`src/rtl/core/histogram_localization_filter_macros.svh`:
```
// Assertion helpers used by the RTL sequencer
`ifndef HISTOGRAM_LOCALIZATION_FILTER_MACROS_SVH
`define HISTOGRAM_LOCALIZATION_FILTER_MACROS_SVH

// same-cycle implication
`define HLF_ASSERT_IMP(lbl, clk, rst_n, ante, cons) \
  lbl: assert property (@(posedge clk) disable iff (!rst_n) (ante) |-> (cons)) \
    else $error("hlf assertion failed");

// next-cycle implication
`define HLF_ASSERT_NEXT(lbl, clk, rst_n, ante, cons) \
  lbl: assert property (@(posedge clk) disable iff (!rst_n) (ante) |=> (cons)) \
    else $error("hlf assertion failed");

`endif

```
`src/rtl/core/hlf_pkg.sv`:
```
// ----------------------------------------------------------------------------
// hlf_pkg
// Shared constants, codes and types of the histogram localization filter.
// ----------------------------------------------------------------------------
package hlf_pkg;

  localparam int GRID_CELLS = 32;
  localparam int CELL_W     = 5;
  localparam int CNT_W      = 6;
  localparam int Q_W        = 16;
  localparam int SYM_W      = 8;
  localparam int DISP_W     = 6;
  localparam int SUM_W      = 22;
  localparam int ADDR_W     = 5;
  localparam int SUB_W      = 5;

  localparam logic [Q_W-1:0] UNIF_RST = 16'd2048;

  // item kinds
  localparam logic [1:0] KIND_MAP  = 2'd0;
  localparam logic [1:0] KIND_UNIF = 2'd1;
  localparam logic [1:0] KIND_STEP = 2'd2;

  // register indexes
  localparam logic [2:0] REG_CELLS = 3'd0;
  localparam logic [2:0] REG_HIT   = 3'd1;
  localparam logic [2:0] REG_MISS  = 3'd2;
  localparam logic [2:0] REG_UNDER = 3'd3;
  localparam logic [2:0] REG_EXACT = 3'd4;
  localparam logic [2:0] REG_OVER  = 3'd5;

  // datapath operations
  localparam logic [2:0] OP_NONE  = 3'd0;
  localparam logic [2:0] OP_SENSE = 3'd1;
  localparam logic [2:0] OP_UNIF  = 3'd2;
  localparam logic [2:0] OP_NORM  = 3'd3;
  localparam logic [2:0] OP_MOD   = 3'd4;
  localparam logic [2:0] OP_MOVE  = 3'd5;
  localparam logic [2:0] OP_EMIT  = 3'd6;

  // normalize divider, move and sense substeps
  localparam logic [SUB_W-1:0] NORM_LOAD  = 5'd1;
  localparam logic [SUB_W-1:0] NORM_FIRST = 5'd2;
  localparam logic [SUB_W-1:0] NORM_WRITE = 5'd19;
  localparam logic [SUB_W-1:0] MOVE_WRITE = 5'd5;
  localparam logic [SUB_W-1:0] SENSE_WRITE = 5'd2;

  typedef struct packed {
    logic [2:0]        op;
    logic [SUB_W-1:0]  sub;
    logic [CELL_W-1:0] idx;
    logic              load;
    logic              map_we;
    logic              chk;
    logic              emit_ld;
    logic              last;
  } hlf_cmd_t;

  typedef struct packed {
    logic sum_zero;
    logic mod_done;
    logic out_free;
  } hlf_sts_t;

  // floor(65536/n), saturated
  function automatic logic [Q_W-1:0] unif_q(input logic [CNT_W-1:0] n);
    logic [Q_W-1:0] q;
    case (n)
      6'd1: q = 16'd65535;  6'd2: q = 16'd32768;  6'd3: q = 16'd21845;
      6'd4: q = 16'd16384;  6'd5: q = 16'd13107;  6'd6: q = 16'd10922;
      6'd7: q = 16'd9362;   6'd8: q = 16'd8192;   6'd9: q = 16'd7281;
      6'd10: q = 16'd6553;  6'd11: q = 16'd5957;  6'd12: q = 16'd5461;
      6'd13: q = 16'd5041;  6'd14: q = 16'd4681;  6'd15: q = 16'd4369;
      6'd16: q = 16'd4096;  6'd17: q = 16'd3855;  6'd18: q = 16'd3640;
      6'd19: q = 16'd3449;  6'd20: q = 16'd3276;  6'd21: q = 16'd3120;
      6'd22: q = 16'd2978;  6'd23: q = 16'd2849;  6'd24: q = 16'd2730;
      6'd25: q = 16'd2621;  6'd26: q = 16'd2520;  6'd27: q = 16'd2427;
      6'd28: q = 16'd2340;  6'd29: q = 16'd2259;  6'd30: q = 16'd2184;
      6'd31: q = 16'd2114;
      default: q = 16'd2048;
    endcase
    return q;
  endfunction

endpackage

```
`src/rtl/core/hlf_ctrl.sv`:
```
// ----------------------------------------------------------------------------
// hlf_ctrl
// Sequencer: walks the cells through sense, normalize, move and report.
// ----------------------------------------------------------------------------
`include "histogram_localization_filter_macros.svh"

module hlf_ctrl (
  input  logic                       clk,
  input  logic                       rst_n,
  input  logic                       in_valid,
  input  logic [1:0]                 in_kind,
  output logic                       in_stall,
  input  logic [hlf_pkg::CNT_W-1:0]  n,
  input  hlf_pkg::hlf_sts_t          sts,
  output hlf_pkg::hlf_cmd_t          cmd
);

  localparam logic [2:0] S_IDLE  = 3'd0;
  localparam logic [2:0] S_SENSE = 3'd1;
  localparam logic [2:0] S_CHK   = 3'd2;
  localparam logic [2:0] S_UNIF  = 3'd3;
  localparam logic [2:0] S_NORM  = 3'd4;
  localparam logic [2:0] S_MOD   = 3'd5;
  localparam logic [2:0] S_MOVE  = 3'd6;
  localparam logic [2:0] S_EMIT  = 3'd7;

  logic [2:0]                  state_r, state_nxt;
  logic [hlf_pkg::SUB_W-1:0]   sub_r, sub_nxt;
  logic [hlf_pkg::CELL_W-1:0]  idx_r, idx_nxt;
  logic                        zpath_r, zpath_nxt;
  logic [hlf_pkg::CELL_W-1:0]  nm1;
  logic                        at_end;
  logic                        acc;

  assign nm1      = hlf_pkg::CELL_W'(n - 6'd1);
  assign at_end   = (idx_r == nm1);
  assign in_stall = (state_r != S_IDLE);
  assign acc      = in_valid && !in_stall;

  always_comb begin
    state_nxt   = state_r;
    sub_nxt     = sub_r;
    idx_nxt     = idx_r;
    zpath_nxt   = zpath_r;
    cmd         = '0;
    cmd.sub     = sub_r;
    cmd.idx     = idx_r;
    cmd.last    = at_end;
    case (state_r)
      S_IDLE: begin
        sub_nxt = '0;
        idx_nxt = '0;
        if (acc) begin
          cmd.load = 1'b1;
          case (in_kind)
            hlf_pkg::KIND_MAP:  cmd.map_we = 1'b1;
            hlf_pkg::KIND_UNIF: begin
              zpath_nxt = 1'b0;
              state_nxt = S_UNIF;
            end
            hlf_pkg::KIND_STEP: state_nxt = S_SENSE;
            default: ;
          endcase
        end
      end
      S_SENSE: begin
        cmd.op = hlf_pkg::OP_SENSE;
        if (sub_r == hlf_pkg::SENSE_WRITE) begin
          sub_nxt = '0;
          idx_nxt = idx_r + 5'd1;
          if (at_end) state_nxt = S_CHK;
        end else begin
          sub_nxt = sub_r + 5'd1;
        end
      end
      S_CHK: begin
        cmd.chk = 1'b1;
        idx_nxt = '0;
        sub_nxt = '0;
        if (sts.sum_zero) begin
          zpath_nxt = 1'b1;
          state_nxt = S_UNIF;
        end else begin
          state_nxt = S_NORM;
        end
      end
      S_UNIF: begin
        cmd.op  = hlf_pkg::OP_UNIF;
        idx_nxt = idx_r + 5'd1;
        if (idx_r == hlf_pkg::CELL_W'(hlf_pkg::GRID_CELLS - 1)) begin
          idx_nxt   = '0;
          state_nxt = zpath_r ? S_MOD : S_IDLE;
        end
      end
      S_NORM: begin
        cmd.op = hlf_pkg::OP_NORM;
        if (sub_r == hlf_pkg::NORM_WRITE) begin
          sub_nxt = '0;
          idx_nxt = idx_r + 5'd1;
          if (at_end) begin
            idx_nxt   = '0;
            state_nxt = S_MOD;
          end
        end else begin
          sub_nxt = sub_r + 5'd1;
        end
      end
      S_MOD: begin
        cmd.op = hlf_pkg::OP_MOD;
        if (sub_r == '0) begin
          sub_nxt = 5'd1;
        end else if (sts.mod_done) begin
          sub_nxt   = '0;
          idx_nxt   = '0;
          state_nxt = S_MOVE;
        end
      end
      S_MOVE: begin
        cmd.op = hlf_pkg::OP_MOVE;
        if (sub_r == hlf_pkg::MOVE_WRITE) begin
          sub_nxt = '0;
          idx_nxt = idx_r + 5'd1;
          if (at_end) begin
            idx_nxt   = '0;
            state_nxt = S_EMIT;
          end
        end else begin
          sub_nxt = sub_r + 5'd1;
        end
      end
      S_EMIT: begin
        cmd.op = hlf_pkg::OP_EMIT;
        if (sub_r == '0) begin
          sub_nxt = 5'd1;
        end else if (sts.out_free) begin
          // hand this cell to the output register, advance
          cmd.emit_ld = 1'b1;
          sub_nxt     = '0;
          idx_nxt     = idx_r + 5'd1;
          if (at_end) state_nxt = S_IDLE;
        end
      end
      default: state_nxt = S_IDLE;
    endcase
  end

  always_ff @(posedge clk) begin
    if (!rst_n) begin
      state_r <= S_IDLE;
      sub_r   <= '0;
      idx_r   <= '0;
      zpath_r <= 1'b0;
    end else begin
      state_r <= state_nxt;
      sub_r   <= sub_nxt;
      idx_r   <= idx_nxt;
      zpath_r <= zpath_nxt;
    end
  end

  `HLF_ASSERT_NEXT(a_step_starts, clk, rst_n, acc && in_kind == hlf_pkg::KIND_STEP, state_r == S_SENSE)
  `HLF_ASSERT_NEXT(a_last_ends, clk, rst_n, cmd.emit_ld && cmd.last, state_r == S_IDLE)
  `HLF_ASSERT_IMP(a_move_sub, clk, rst_n, state_r == S_MOVE, sub_r <= hlf_pkg::MOVE_WRITE)

endmodule

```
`src/rtl/core/hlf_dp.sv`:
```
// ----------------------------------------------------------------------------
// hlf_dp
// Datapath: belief, map and work stores, shared multiplier, serial divider,
// cyclic index reducer and the result register.
// ----------------------------------------------------------------------------
module hlf_dp (
  input  logic                       clk,
  input  logic                       rst_n,
  input  hlf_pkg::hlf_cmd_t          cmd,
  output hlf_pkg::hlf_sts_t          sts,
  input  logic [hlf_pkg::CNT_W-1:0]  n,
  input  logic [15:0]                hit_w,
  input  logic [15:0]                miss_w,
  input  logic [15:0]                under_w,
  input  logic [15:0]                exact_w,
  input  logic [15:0]                over_w,
  input  logic [4:0]                 in_cell_index,
  input  logic [7:0]                 in_symbol,
  input  logic signed [5:0]          in_displacement,
  output logic                       out_valid,
  input  logic                       out_stall,
  output logic [4:0]                 out_out_cell,
  output logic [15:0]                out_probability,
  output logic                       out_last,
  output logic                       out_zero_sum
);

  logic [7:0]  map_mem [hlf_pkg::GRID_CELLS];
  logic [15:0] bel_mem [hlf_pkg::GRID_CELLS];
  logic [15:0] nrm_mem [hlf_pkg::GRID_CELLS];
  logic [hlf_pkg::GRID_CELLS-1:0] bel_vld_r;

  logic [7:0]  sym_r, map_rd_r;
  logic [5:0]  disp_r;
  logic [15:0] bel_rd_r, nrm_rd_r;
  logic [31:0] prod_r;
  logic [17:0] acc_r;
  logic [21:0] sum_r;
  logic [22:0] rem_r;
  logic [16:0] quo_r;
  logic [6:0]  ptr_r;
  logic        zero_r;
  logic        out_valid_r;
  logic [4:0]  out_cell_r;
  logic [15:0] out_prob_r;
  logic        out_last_r, out_zero_r;

  logic [4:0]  nm1, e_idx, u_idx, o_idx, nrm_ra;
  logic [15:0] wt, mul_a, mul_b, uq, acc_sat;
  logic [22:0] div_t;
  logic        div_ge;
  logic        ptr_neg, ptr_hi;

  assign nm1   = 5'(n - 6'd1);
  assign e_idx = ptr_r[4:0];
  assign u_idx = (e_idx == nm1) ? 5'd0 : e_idx + 5'd1;
  assign o_idx = (e_idx == 5'd0) ? nm1 : e_idx - 5'd1;

  always_comb begin
    case (cmd.op)
      hlf_pkg::OP_MOVE: begin
        if (cmd.sub == 5'd0)      nrm_ra = e_idx;
        else if (cmd.sub == 5'd1) nrm_ra = u_idx;
        else                      nrm_ra = o_idx;
      end
      default: nrm_ra = cmd.idx;
    endcase
  end

  assign wt    = (map_rd_r == sym_r) ? hit_w : miss_w;
  assign mul_a = (cmd.op == hlf_pkg::OP_SENSE) ? bel_rd_r : nrm_rd_r;
  always_comb begin
    if (cmd.op == hlf_pkg::OP_SENSE) mul_b = wt;
    else if (cmd.sub == 5'd1)        mul_b = exact_w;
    else if (cmd.sub == 5'd2)        mul_b = under_w;
    else                             mul_b = over_w;
  end

  // restoring divide, quotient bit 16 first without a shift
  assign div_t  = (cmd.sub == hlf_pkg::NORM_FIRST) ? rem_r : {rem_r[21:0], 1'b0};
  assign div_ge = (div_t >= {1'b0, sum_r});

  assign uq      = ({1'b0, cmd.idx} < n) ? hlf_pkg::unif_q(n) : 16'd0;
  assign acc_sat = (acc_r > 18'd65535) ? 16'hFFFF : acc_r[15:0];

  assign ptr_neg = ptr_r[6];
  assign ptr_hi  = !ptr_neg && (ptr_r >= {1'b0, n});

  assign sts.sum_zero = (sum_r == '0);
  assign sts.mod_done = !ptr_neg && !ptr_hi;
  assign sts.out_free = !out_valid_r || !out_stall;

  // stores
  always_ff @(posedge clk) begin
    if (cmd.map_we) map_mem[in_cell_index] <= in_symbol;
    map_rd_r <= map_mem[cmd.idx];
    bel_rd_r <= bel_vld_r[cmd.idx] ? bel_mem[cmd.idx] : hlf_pkg::UNIF_RST;
    nrm_rd_r <= nrm_mem[nrm_ra];
    if (cmd.op == hlf_pkg::OP_UNIF) begin
      bel_mem[cmd.idx] <= uq;
      nrm_mem[cmd.idx] <= uq;
    end else if (cmd.op == hlf_pkg::OP_MOVE && cmd.sub == hlf_pkg::MOVE_WRITE) begin
      bel_mem[cmd.idx] <= acc_sat;
    end else if (cmd.op == hlf_pkg::OP_SENSE && cmd.sub == hlf_pkg::SENSE_WRITE) begin
      nrm_mem[cmd.idx] <= prod_r[31:16];
    end else if (cmd.op == hlf_pkg::OP_NORM && cmd.sub == hlf_pkg::NORM_WRITE) begin
      nrm_mem[cmd.idx] <= quo_r[16] ? 16'hFFFF : quo_r[15:0];
    end
  end

  // arithmetic payload
  always_ff @(posedge clk) begin
    prod_r <= mul_a * mul_b;
    if (cmd.load) begin
      sym_r  <= in_symbol;
      disp_r <= in_displacement;
      sum_r  <= '0;
    end
    if (cmd.op == hlf_pkg::OP_SENSE && cmd.sub == hlf_pkg::SENSE_WRITE)
      sum_r <= sum_r + 22'(prod_r[31:16]);
    if (cmd.chk) zero_r <= (sum_r == '0);
    if (cmd.op == hlf_pkg::OP_NORM) begin
      if (cmd.sub == hlf_pkg::NORM_LOAD) begin
        rem_r <= {7'd0, nrm_rd_r};
        quo_r <= '0;
      end else if (cmd.sub != hlf_pkg::NORM_WRITE && cmd.sub != 5'd0) begin
        rem_r <= div_ge ? (div_t - {1'b0, sum_r}) : div_t;
        quo_r <= {quo_r[15:0], div_ge};
      end
    end
    if (cmd.op == hlf_pkg::OP_MOD) begin
      if (cmd.sub == 5'd0)   ptr_r <= 7'd0 - {disp_r[5], disp_r};
      else if (ptr_neg)      ptr_r <= ptr_r + {1'b0, n};
      else if (ptr_hi)       ptr_r <= ptr_r - {1'b0, n};
    end
    if (cmd.op == hlf_pkg::OP_MOVE) begin
      case (cmd.sub)
        5'd2: acc_r <= 18'(prod_r[31:16]);
        5'd3, 5'd4: acc_r <= acc_r + 18'(prod_r[31:16]);
        hlf_pkg::MOVE_WRITE: ptr_r <= {2'b00, u_idx};
        default: ;
      endcase
    end
    if (cmd.emit_ld) begin
      out_cell_r <= cmd.idx;
      out_prob_r <= bel_rd_r;
      out_last_r <= cmd.last;
      out_zero_r <= zero_r;
    end
  end

  // control state
  always_ff @(posedge clk) begin
    if (!rst_n) begin
      bel_vld_r   <= '0;
      out_valid_r <= 1'b0;
    end else begin
      if (cmd.op == hlf_pkg::OP_UNIF ||
          (cmd.op == hlf_pkg::OP_MOVE && cmd.sub == hlf_pkg::MOVE_WRITE))
        bel_vld_r[cmd.idx] <= 1'b1;
      if (cmd.emit_ld)       out_valid_r <= 1'b1;
      else if (!out_stall)   out_valid_r <= 1'b0;
    end
  end

  assign out_valid       = out_valid_r;
  assign out_out_cell    = out_cell_r;
  assign out_probability = out_prob_r;
  assign out_last        = out_last_r;
  assign out_zero_sum    = out_zero_r;

endmodule

```
`src/rtl/core/histogram_localization_filter.sv`:
```
// ----------------------------------------------------------------------------
// histogram_localization_filter
// Cyclic 1-D histogram localization filter with APB register port.
// ----------------------------------------------------------------------------
// Map writes (kind 0) store the symbol without leaving idle. A uniform reset
// (kind 1) sweeps all 32 cells, one a cycle. A step (kind 2) runs sense over
// each active cell, then normalize per cell (one quotient bit a cycle in a
// shared restoring divider), a cyclic index reduction of the displacement,
// the three-way move per cell through one 16x16 multiplier, and a report per
// cell that waits while the output register is stalled. When the weighted
// sum is zero, normalize is skipped and a uniform sweep of all 32 cells
// takes its place.
// One item is in work at a time; the last result may still wait in the output
// register while the next item is taken.
// ----------------------------------------------------------------------------
module histogram_localization_filter (
  input  logic                        clk,
  input  logic                        rst_n,
  input  logic                        in_valid,
  output logic                        in_stall,
  input  logic [1:0]                  in_kind,
  input  logic [4:0]                  in_cell_index,
  input  logic [7:0]                  in_symbol,
  input  logic signed [5:0]           in_displacement,
  output logic                        out_valid,
  input  logic                        out_stall,
  output logic [4:0]                  out_out_cell,
  output logic [15:0]                 out_probability,
  output logic                        out_last,
  output logic                        out_zero_sum,
  input  logic                        psel,
  input  logic                        penable,
  input  logic                        pwrite,
  input  logic [hlf_pkg::ADDR_W-1:0]  paddr,
  input  logic [31:0]                 pwdata,
  output logic [31:0]                 prdata,
  output logic                        pready
);

  logic [5:0]  cells_r;
  logic [15:0] hit_r, miss_r, under_r, exact_r, over_r;
  logic [2:0]  reg_idx;
  logic        wr;
  logic [hlf_pkg::CNT_W-1:0] n;

  hlf_pkg::hlf_cmd_t cmd;
  hlf_pkg::hlf_sts_t sts;

  assign pready  = 1'b1;
  assign reg_idx = paddr[4:2];
  assign wr      = psel && penable && pwrite;

  always_ff @(posedge clk) begin
    if (!rst_n) begin
      cells_r <= 6'd32;
      hit_r   <= 16'd39322;
      miss_r  <= 16'd13107;
      under_r <= 16'd6554;
      exact_r <= 16'd52429;
      over_r  <= 16'd6554;
    end else if (wr) begin
      case (reg_idx)
        hlf_pkg::REG_CELLS: cells_r <= pwdata[5:0];
        hlf_pkg::REG_HIT:   hit_r   <= pwdata[15:0];
        hlf_pkg::REG_MISS:  miss_r  <= pwdata[15:0];
        hlf_pkg::REG_UNDER: under_r <= pwdata[15:0];
        hlf_pkg::REG_EXACT: exact_r <= pwdata[15:0];
        hlf_pkg::REG_OVER:  over_r  <= pwdata[15:0];
        default: ;
      endcase
    end
  end

  always_comb begin
    case (reg_idx)
      hlf_pkg::REG_CELLS: prdata = {26'd0, cells_r};
      hlf_pkg::REG_HIT:   prdata = {16'd0, hit_r};
      hlf_pkg::REG_MISS:  prdata = {16'd0, miss_r};
      hlf_pkg::REG_UNDER: prdata = {16'd0, under_r};
      hlf_pkg::REG_EXACT: prdata = {16'd0, exact_r};
      hlf_pkg::REG_OVER:  prdata = {16'd0, over_r};
      default:            prdata = 32'd0;
    endcase
  end

  // clamp active cell count to 1..GRID_CELLS
  always_comb begin
    if (cells_r == '0)
      n = 6'd1;
    else if (cells_r > hlf_pkg::CNT_W'(hlf_pkg::GRID_CELLS))
      n = hlf_pkg::CNT_W'(hlf_pkg::GRID_CELLS);
    else
      n = cells_r;
  end

  hlf_ctrl u_ctrl (
    .clk      (clk),
    .rst_n    (rst_n),
    .in_valid (in_valid),
    .in_kind  (in_kind),
    .in_stall (in_stall),
    .n        (n),
    .sts      (sts),
    .cmd      (cmd)
  );

  hlf_dp u_dp (
    .clk             (clk),
    .rst_n           (rst_n),
    .cmd             (cmd),
    .sts             (sts),
    .n               (n),
    .hit_w           (hit_r),
    .miss_w          (miss_r),
    .under_w         (under_r),
    .exact_w         (exact_r),
    .over_w          (over_r),
    .in_cell_index   (in_cell_index),
    .in_symbol       (in_symbol),
    .in_displacement (in_displacement),
    .out_valid       (out_valid),
    .out_stall       (out_stall),
    .out_out_cell    (out_out_cell),
    .out_probability (out_probability),
    .out_last        (out_last),
    .out_zero_sum    (out_zero_sum)
  );

endmodule

```
`config.mk`:
```
export PLATFORM = sky130hd
export DESIGN_NAME = histogram_localization_filter
export DESIGN_NICKNAME = d
export VERILOG_FILES = /design/src/rtl/core/hlf_pkg.sv /design/src/rtl/core/hlf_ctrl.sv /design/src/rtl/core/hlf_dp.sv /design/src/rtl/core/histogram_localization_filter.sv
export VERILOG_INCLUDE_DIRS = /design/src /design/src/rtl/core
export SDC_FILE = /design/constraint.sdc
export NUM_CORES = 2
export LEC_CHECK = 0
export BUFFER_PORTS_ARGS = -buffer_cell sky130_fd_sc_hd__buf_4
export CELL_PAD_IN_SITES_DETAIL_PLACEMENT = 1
export CELL_PAD_IN_SITES_GLOBAL_PLACEMENT = 1
export CORE_MARGIN = 2
export CORE_UTILIZATION = 57
export DETAILED_ROUTE_END_ITERATION = 16
export GPL_ROUTABILITY_DRIVEN = 1
export GPL_TIMING_DRIVEN = 0
export HOLD_SLACK_MARGIN = 0.1
export PLACE_DENSITY_LB_ADDON = 0.25
export SYNTH_ARGS = -nofsm -noshare
export SYNTH_HDL_FRONTEND = slang
export SYNTH_SLANG_ARGS = --single-unit
```
`constraint.sdc`:
```
create_clock -name clk -period 18 [get_ports clk]
set_input_delay 0.9 -clock clk [delete_from_list [all_inputs] [get_ports clk]]
set_output_delay 0.9 -clock clk [all_outputs]
set_load 0.01 [all_outputs]
```
* Word level (Yosys, flattened, before mapping)
Memory sizes are Yosys's and may differ from the RTL's. A register that Yosys moved wholly into a read port is not among the register bits. Cells that the tools add are included.
Cells by class: $add $sub $neg 11, multiply operators 1, order comparisons 7, equal/unequal tests 49, multiplexer cells 102, bitwise gates (word level) 4, reduce and logical (&&, ||, !) cells 46
Operator list (number):
- 16-bit two-way mux | 13
- 5-bit two-way mux | 20
- 16-bit case mux with 6 select lines | 1
- 23-bit two-way mux | 3
- 3-bit two-way mux | 15
- 22-bit two-way mux | 2
- 7-bit two-way mux | 6
- 18-bit case mux with 2 select lines | 1
- 5-bit case mux with 7 select lines | 1
- 16-bit by 16-bit multiplier with 32-bit output | 1
- 32-bit bitwise OR | 1
- 5-bit case mux with 6 select lines | 1
- 1-bit two-way mux | 28
- 3-bit == test, second input constant | 8
- 3-bit case mux with 8 select lines | 1
- 23-bit by 22-bit >= comparator with 1-bit output | 1
- 23-bit by 22-bit subtractor with 23-bit output | 1
- 22-bit by 16-bit adder with 22-bit output | 1
- 22-bit zero test | 1
- 2-bit by 1-bit inequality test with 1-bit output, second input constant | 10
- 18-bit by 16-bit adder with 18-bit output | 1
- 3-bit by 2-bit == test with 1-bit output, second input constant | 6
- 18-bit by 16-bit greater-than comparator with 1-bit output, second input constant | 1
- 3-bit case mux with 6 select lines | 1
- 48 further kinds | 95
Word-level totals: bits in registers 290, memory bits (writable) 1280, bits in read-only memories 512, input port bits 65, output and inout port bits 58, logic and storage cells 250, memories 4
Memories:
- (no name shown) | depth 32, width 16, read ports 1, clocked after Yosys merged registers in 0, wr ports 0, RTL line hlf_pkg.sv:68 | case (n)
- u_dp.bel_mem | depth 32, width 16, read ports 1, clocked after Yosys merged registers in 1, wr ports 1, RTL line hlf_dp.sv:29 | logic [15:0] bel_mem [hlf_pkg::GRID_CELLS];
- u_dp.nrm_mem | depth 32, width 16, read ports 1, clocked after Yosys merged registers in 1, wr ports 1, RTL line hlf_dp.sv:30 | logic [15:0] nrm_mem [hlf_pkg::GRID_CELLS];
- u_dp.map_mem | depth 32, width 8, read ports 1, clocked after Yosys merged registers in 1, wr ports 1, RTL line hlf_dp.sv:28 | logic [7:0] map_mem [hlf_pkg::GRID_CELLS];

* Logic depth before layout (Yosys ltp)
depth in word-level cells 11, depth in mapped cells 32, mapped depth without buffers 30

* By module
From an unflattened synthesis, not the netlist that was laid out.
Second synthesis, totals: cells, all modules 5881, area total of the unflattened synthesis 76051.7 sq um
By module, submodules not included:
- hlf_dp | instances 1, cells an instance 5263, area each 70532.6 sq um, seq. area each 43902.1 sq um
- histogram_localization_filter | instances 1, cells an instance 452, area each 4180.3 sq um, seq. area each 1721.7 sq um
- hlf_ctrl | instances 1, cells an instance 166, area each 1338.8 sq um, seq. area each 280.3 sq um

* Worst setup path after synthesis
OpenSTA, ideal clock, no wires.
path kind register to register, from register u_dp.sym_r[3], to register u_dp.prod_r[26], setup time 0.122 ns, arrival 7.328 ns, data required time 17.878 ns, setup slack 10.550 ns, cell stages (with the launch flop) 29, path buffers 2, period minus slack after synthesis 7.450 ns, cells stage by stage edfxtp_1 -> xnor2_1 -> nand4_1 -> nor2_1 -> buf_1 -> mux2i_1 -> nor2_1 -> a21oi_1 -> clkbuf_1 -> nor2_1 -> fa_1 -> inv_1 -> fa_1 -> fa_1 -> inv_1 -> fa_1 -> fa_1 -> inv_1 -> fa_1 -> inv_1 -> ha_1 -> a21o_1 -> a21o_1 -> a21oi_1 -> a21boi_0 -> a41oi_2 -> a22oi_1 -> a31oi_2 -> a311o_1
On the way: longest elaborated chain between the ends 4
Ends and longest elaborated chain:
- start, declared | RTL line hlf_dp.sv:33 | logic [7:0] sym_r, map_rd_r;
- start signal, assigned | RTL line hlf_dp.sv:115 | sym_r <= in_symbol;
- 8-bit == test | RTL line hlf_dp.sv:70 | assign wt = (map_rd_r == sym_r) ? hit_w : miss_w;
- 16-bit two-way mux | RTL line hlf_dp.sv:70
- 16-bit two-way mux | RTL line hlf_dp.sv:73 | if (cmd.op == hlf_pkg::OP_SENSE) mul_b = wt;
- 16-bit by 16-bit multiplier with 32-bit output | RTL line hlf_dp.sv:113 | prod_r <= mul_a * mul_b;
- end signal, assigned | RTL line hlf_dp.sv:113
- end, declared | RTL line hlf_dp.sv:36 | logic [31:0] prod_r;
Every way passes these cells. A chain may end at the register's enable or synchronous reset.

* Final worst setup path
from register u_ctrl.state_r[0], to register u_dp.prod_r[26]
On the way: longest elaborated chain between the ends 5, elaborated cells on any way between the ends 11, classes of those cells 1 x mul; 7 x eq/ne; 3 x mux
Ends and longest elaborated chain:
- start, declared | RTL line hlf_ctrl.sv:27 | logic [2:0] state_r, state_nxt;
- start signal, assigned | RTL line hlf_ctrl.sv:154 | state_r <= state_nxt;
- 3-bit == test, or another cell as far along | RTL line hlf_ctrl.sv:49 | case (state_r)
- 3-bit case mux with 6 select lines (*) | RTL line hlf_ctrl.sv:49
- 3-bit by 1-bit == test with 1-bit output (*) | RTL line hlf_dp.sv:71, hlf_dp.sv:73
- 16-bit two-way mux (on tied branches) | RTL line hlf_dp.sv:71, hlf_dp.sv:73
- 16-bit by 16-bit multiplier with 32-bit output (*) | RTL line hlf_dp.sv:113
Mark *: on every way between the ends. The rest lies on a longest branch, timed or not.

==> run metrics <==
HP Class primary input to register; Post-synth top flop edfxtp_1; vias in the first global route 57.6k; Syn Inst Count 5743; setup violators final 0; Resized cells post-CTS 0; Worst Path Required 18.69 ns; Post-synth ARST share 0%; FP Rows about 130; Worst-Margin Slew 1.47 ns; grt peak-use layer met2; routed vias/inst 7.02; CTS max path bufs 3; clk_skew 0.0519 ns; outcome complete, but fails checks; Top-Level Pins roughly 120; drt first pass iters 6; GRT Total Usage 41.9%; CTS Sinks about 1.6k; Max Cap Viol 2; Netlist cell types 87; clk_lat worst skew around 0.85 ns; nets 6533; initial DRC count between 8k and 9k; number of synthesized flops with an enable pin about 1.4k; Die Y ~370 um; die area 136000 um^2; Syn. warnings 0; postcts setup bufs 0; Synth top area share 55.5%; GRT met2 Usage 65.5%; routed len/inst 35.6 um; Final GP Congestion around 0.93; min cycle time layout about 11 ns; total congestion overflow 0; Slew HR 0.842%; max-slew violation count 0; GR met3 Demand/Resource ~12%; routed vias 55.9k; area grow syn2layout 13.2%; CP arrival about 12 ns; post-cts hold buffer count 0; crit share post-route between 60% and 70%; Critical Path Sink Type register; CTS buffer count 160; DRT antenna net count 0; Worst Path Class, Setup register to register; Post-Route Setup TNS 0 ns; commonest cells in the netlist edfxtp_1 (1398), nand2_1 (861), nor2_1 (394); core area 132000 um^2; WL final 284 mm; H-tree levels 4; RSZ-0062 raised after global routing false; Final Hold Fails 0; first-pass GRT wire length roughly 410 mm; Synth Register Bits around 1.6k; die width 368 um; startpoint types register; Synth area leaders edfxtp_1 (55%), mux4_2 (6.0%), fa_1 (5.2%); clock-pin slew on the worst setup and hold paths approximately 0.070 ns; final cell count without fillers 7971; Seq/Total Area, Yosys 60.6%; Avg Cell Area, Syn about 13 um^2; drt drc 0; cell taking the most area after synthesis edfxtp_1; largest net degree at the start of global routing 34; top-count cell post-synth edfxtp_1; synthesized area 75700 um^2; Initial Util 57.5%; share of layout cells above drive strength 1 13.9%; port bufs 83; failing checks capacitance limit; placed cells 7665; Clk Tree Root Cell clkbuf_16; DP HPWL 185 mm; initial antenna violation count 15; grt met1 use 51.3%; Max Fclk 90.9 MHz; maximum fanout along the worst path 10; CTS tree built
-- cell type report --
| type | instances | area, um^2 |
|---|---|---|
| well taps | 1755 | 2200 |
| plain buffers | 329 | 1450 |
| diodes | 3 | 7.51 |
| fillers | 12400 | 45900 |
| clock inverters | 90 | 1090 |
| clock buffers | 207 | 4290 |
| multi-input cells | 3523 | 27700 |
| repair buffers | 158 | 1860 |
| inverters | 312 | 1170 |
| flip-flops and latches | 1594 | 45900 |
-- cells in the final DEF, fill, tap and decap left out, types with 37 or more instances in the layout --
cell	synthesis	final
nor3_1	61	60
o22ai_1	44	44
nand4_1	41	41
xnor2_1	55	55
clkbuf_16	0	160
inv_1	311	311
mux4_2	201	201
o21a_1	45	45
edfxtp_1	1398	1398
a22oi_1	127	127
nand3_1	179	179
a21oi_1	200	174
nor2_1	394	332
a211oi_1	39	38
buf_8	0	47
clkbuf_1	195	231
a21boi_0	60	60
mux2i_1	155	155
buf_2	70	71
nand2_1	861	861
buf_4	20	108
and3_1	55	55
nor2_2	0	60
fa_1	198	198
o21ai_0	100	97
dfxtp_1	196	196
nand2b_1	37	37
ha_1	192	192
-- stage by stage --
stage	hold WS [ns]	setup WS (ns)	instance area [um^2]	utilization (%)
floorplan	0.400	10.55	75800	-
global placement	0.413	7.35	78600	59.7
detailed placement	0.424	7.29	80200	60.9
CTS	0.213	7.05	85600	65.0
global route	0.222	6.65	85700	65.1
finish	0.236	7.00	85700	65.1
-- sequential cells by signal, summed over array words and instances (netlist names), 7 cells and up --
| register | cells |
|---|---|
| u_dp.quo_r | 17 |
| u_dp.bel_mem | 512 |
| miss_r | 16 |
| u_dp.nrm_mem | 512 |
| u_dp.prod_r | 16 |
| u_dp.bel_vld_r | 32 |
| u_dp.out_probability | 16 |
| hit_r | 16 |
| exact_r | 16 |
| u_dp.sum_r | 22 |
| over_r | 16 |
| u_dp.rem_r | 23 |
| u_dp.nrm_rd_r | 16 |
| u_dp.map_mem | 256 |
| under_r | 16 |
| u_dp.ptr_r | 7 |
| u_dp.sym_r | 8 |
| u_dp.map_rd_r | 8 |
| u_dp.bel_rd_r | 16 |
| u_dp.acc_r | 18 |
-- worst max-delay path, stage by stage, from the launching register on --
cell and delay, ns:
dfxtp_1 0.35, clkbuf_1 0.36, nor3b_2 1.13, clkbuf_1 0.97
buf_1 0.73, nand2_1 0.10, o21ai_1 0.66, clkbuf_1 0.52
nand2_1 0.14, fa_1 0.51, inv_1 0.06, fa_1 0.51
fa_1 0.59, fa_1 0.46, fa_1 0.50, inv_1 0.05
fa_1 0.48, inv_1 0.05, ha_1 0.43, nand4_1 0.15
a311oi_1 0.28, a21boi_0 0.15, a41oi_2 0.42, a22oi_1 0.28
a31oi_2 0.44, nor3_1 0.12, a311o_1 0.36
-- logic make-up (layout without fill, tap and decap cells) --
logic type | after synthesis | after routing | share of synthesized area (%)
and+or+nand+nor | 1796 | 1796 | 10.5
adders and majority gates | 390 | 390 | 8.41
muxes | 377 | 377 | 8.36
buffers and inverters | 641 | 1096 | 3.46
DFF | 1594 | 1594 | 60.6
AOI/OAI and AO/OA | 853 | 853 | 7.60
xor gates and xnor gates | 90 | 90 | 1.04
other | 2 | 20 | 0.00992
-- final timing paths --
path,from,end,slack [ns],cells past startpoint
max,u_ctrl.state_r[0]$_SDFFE_PN0P_,u_dp.prod_r[26]$_DFF_P_,7.00,26
min,in_displacement[0],u_dp.disp_r[0]$_DFFE_PP_,0.24,1
max reg2reg,u_ctrl.state_r[0]$_SDFFE_PN0P_,u_dp.prod_r[26]$_DFF_P_,7.00,26
min reg2reg,u_dp.zero_r$_DFFE_PP_,u_dp.out_zero_sum$_DFFE_PP_,0.46,0
-- layer usage --
layer  up-vias  wire length, um
met5         -              115
met4        20            22500
met3      1283            35400
met2      4835           130000
met1     28100            95300
li1      21800                -
Power is left out: the tool's default activity adds up to more than one toggle a clock period on the data nets, which glitch-free logic cannot reach.
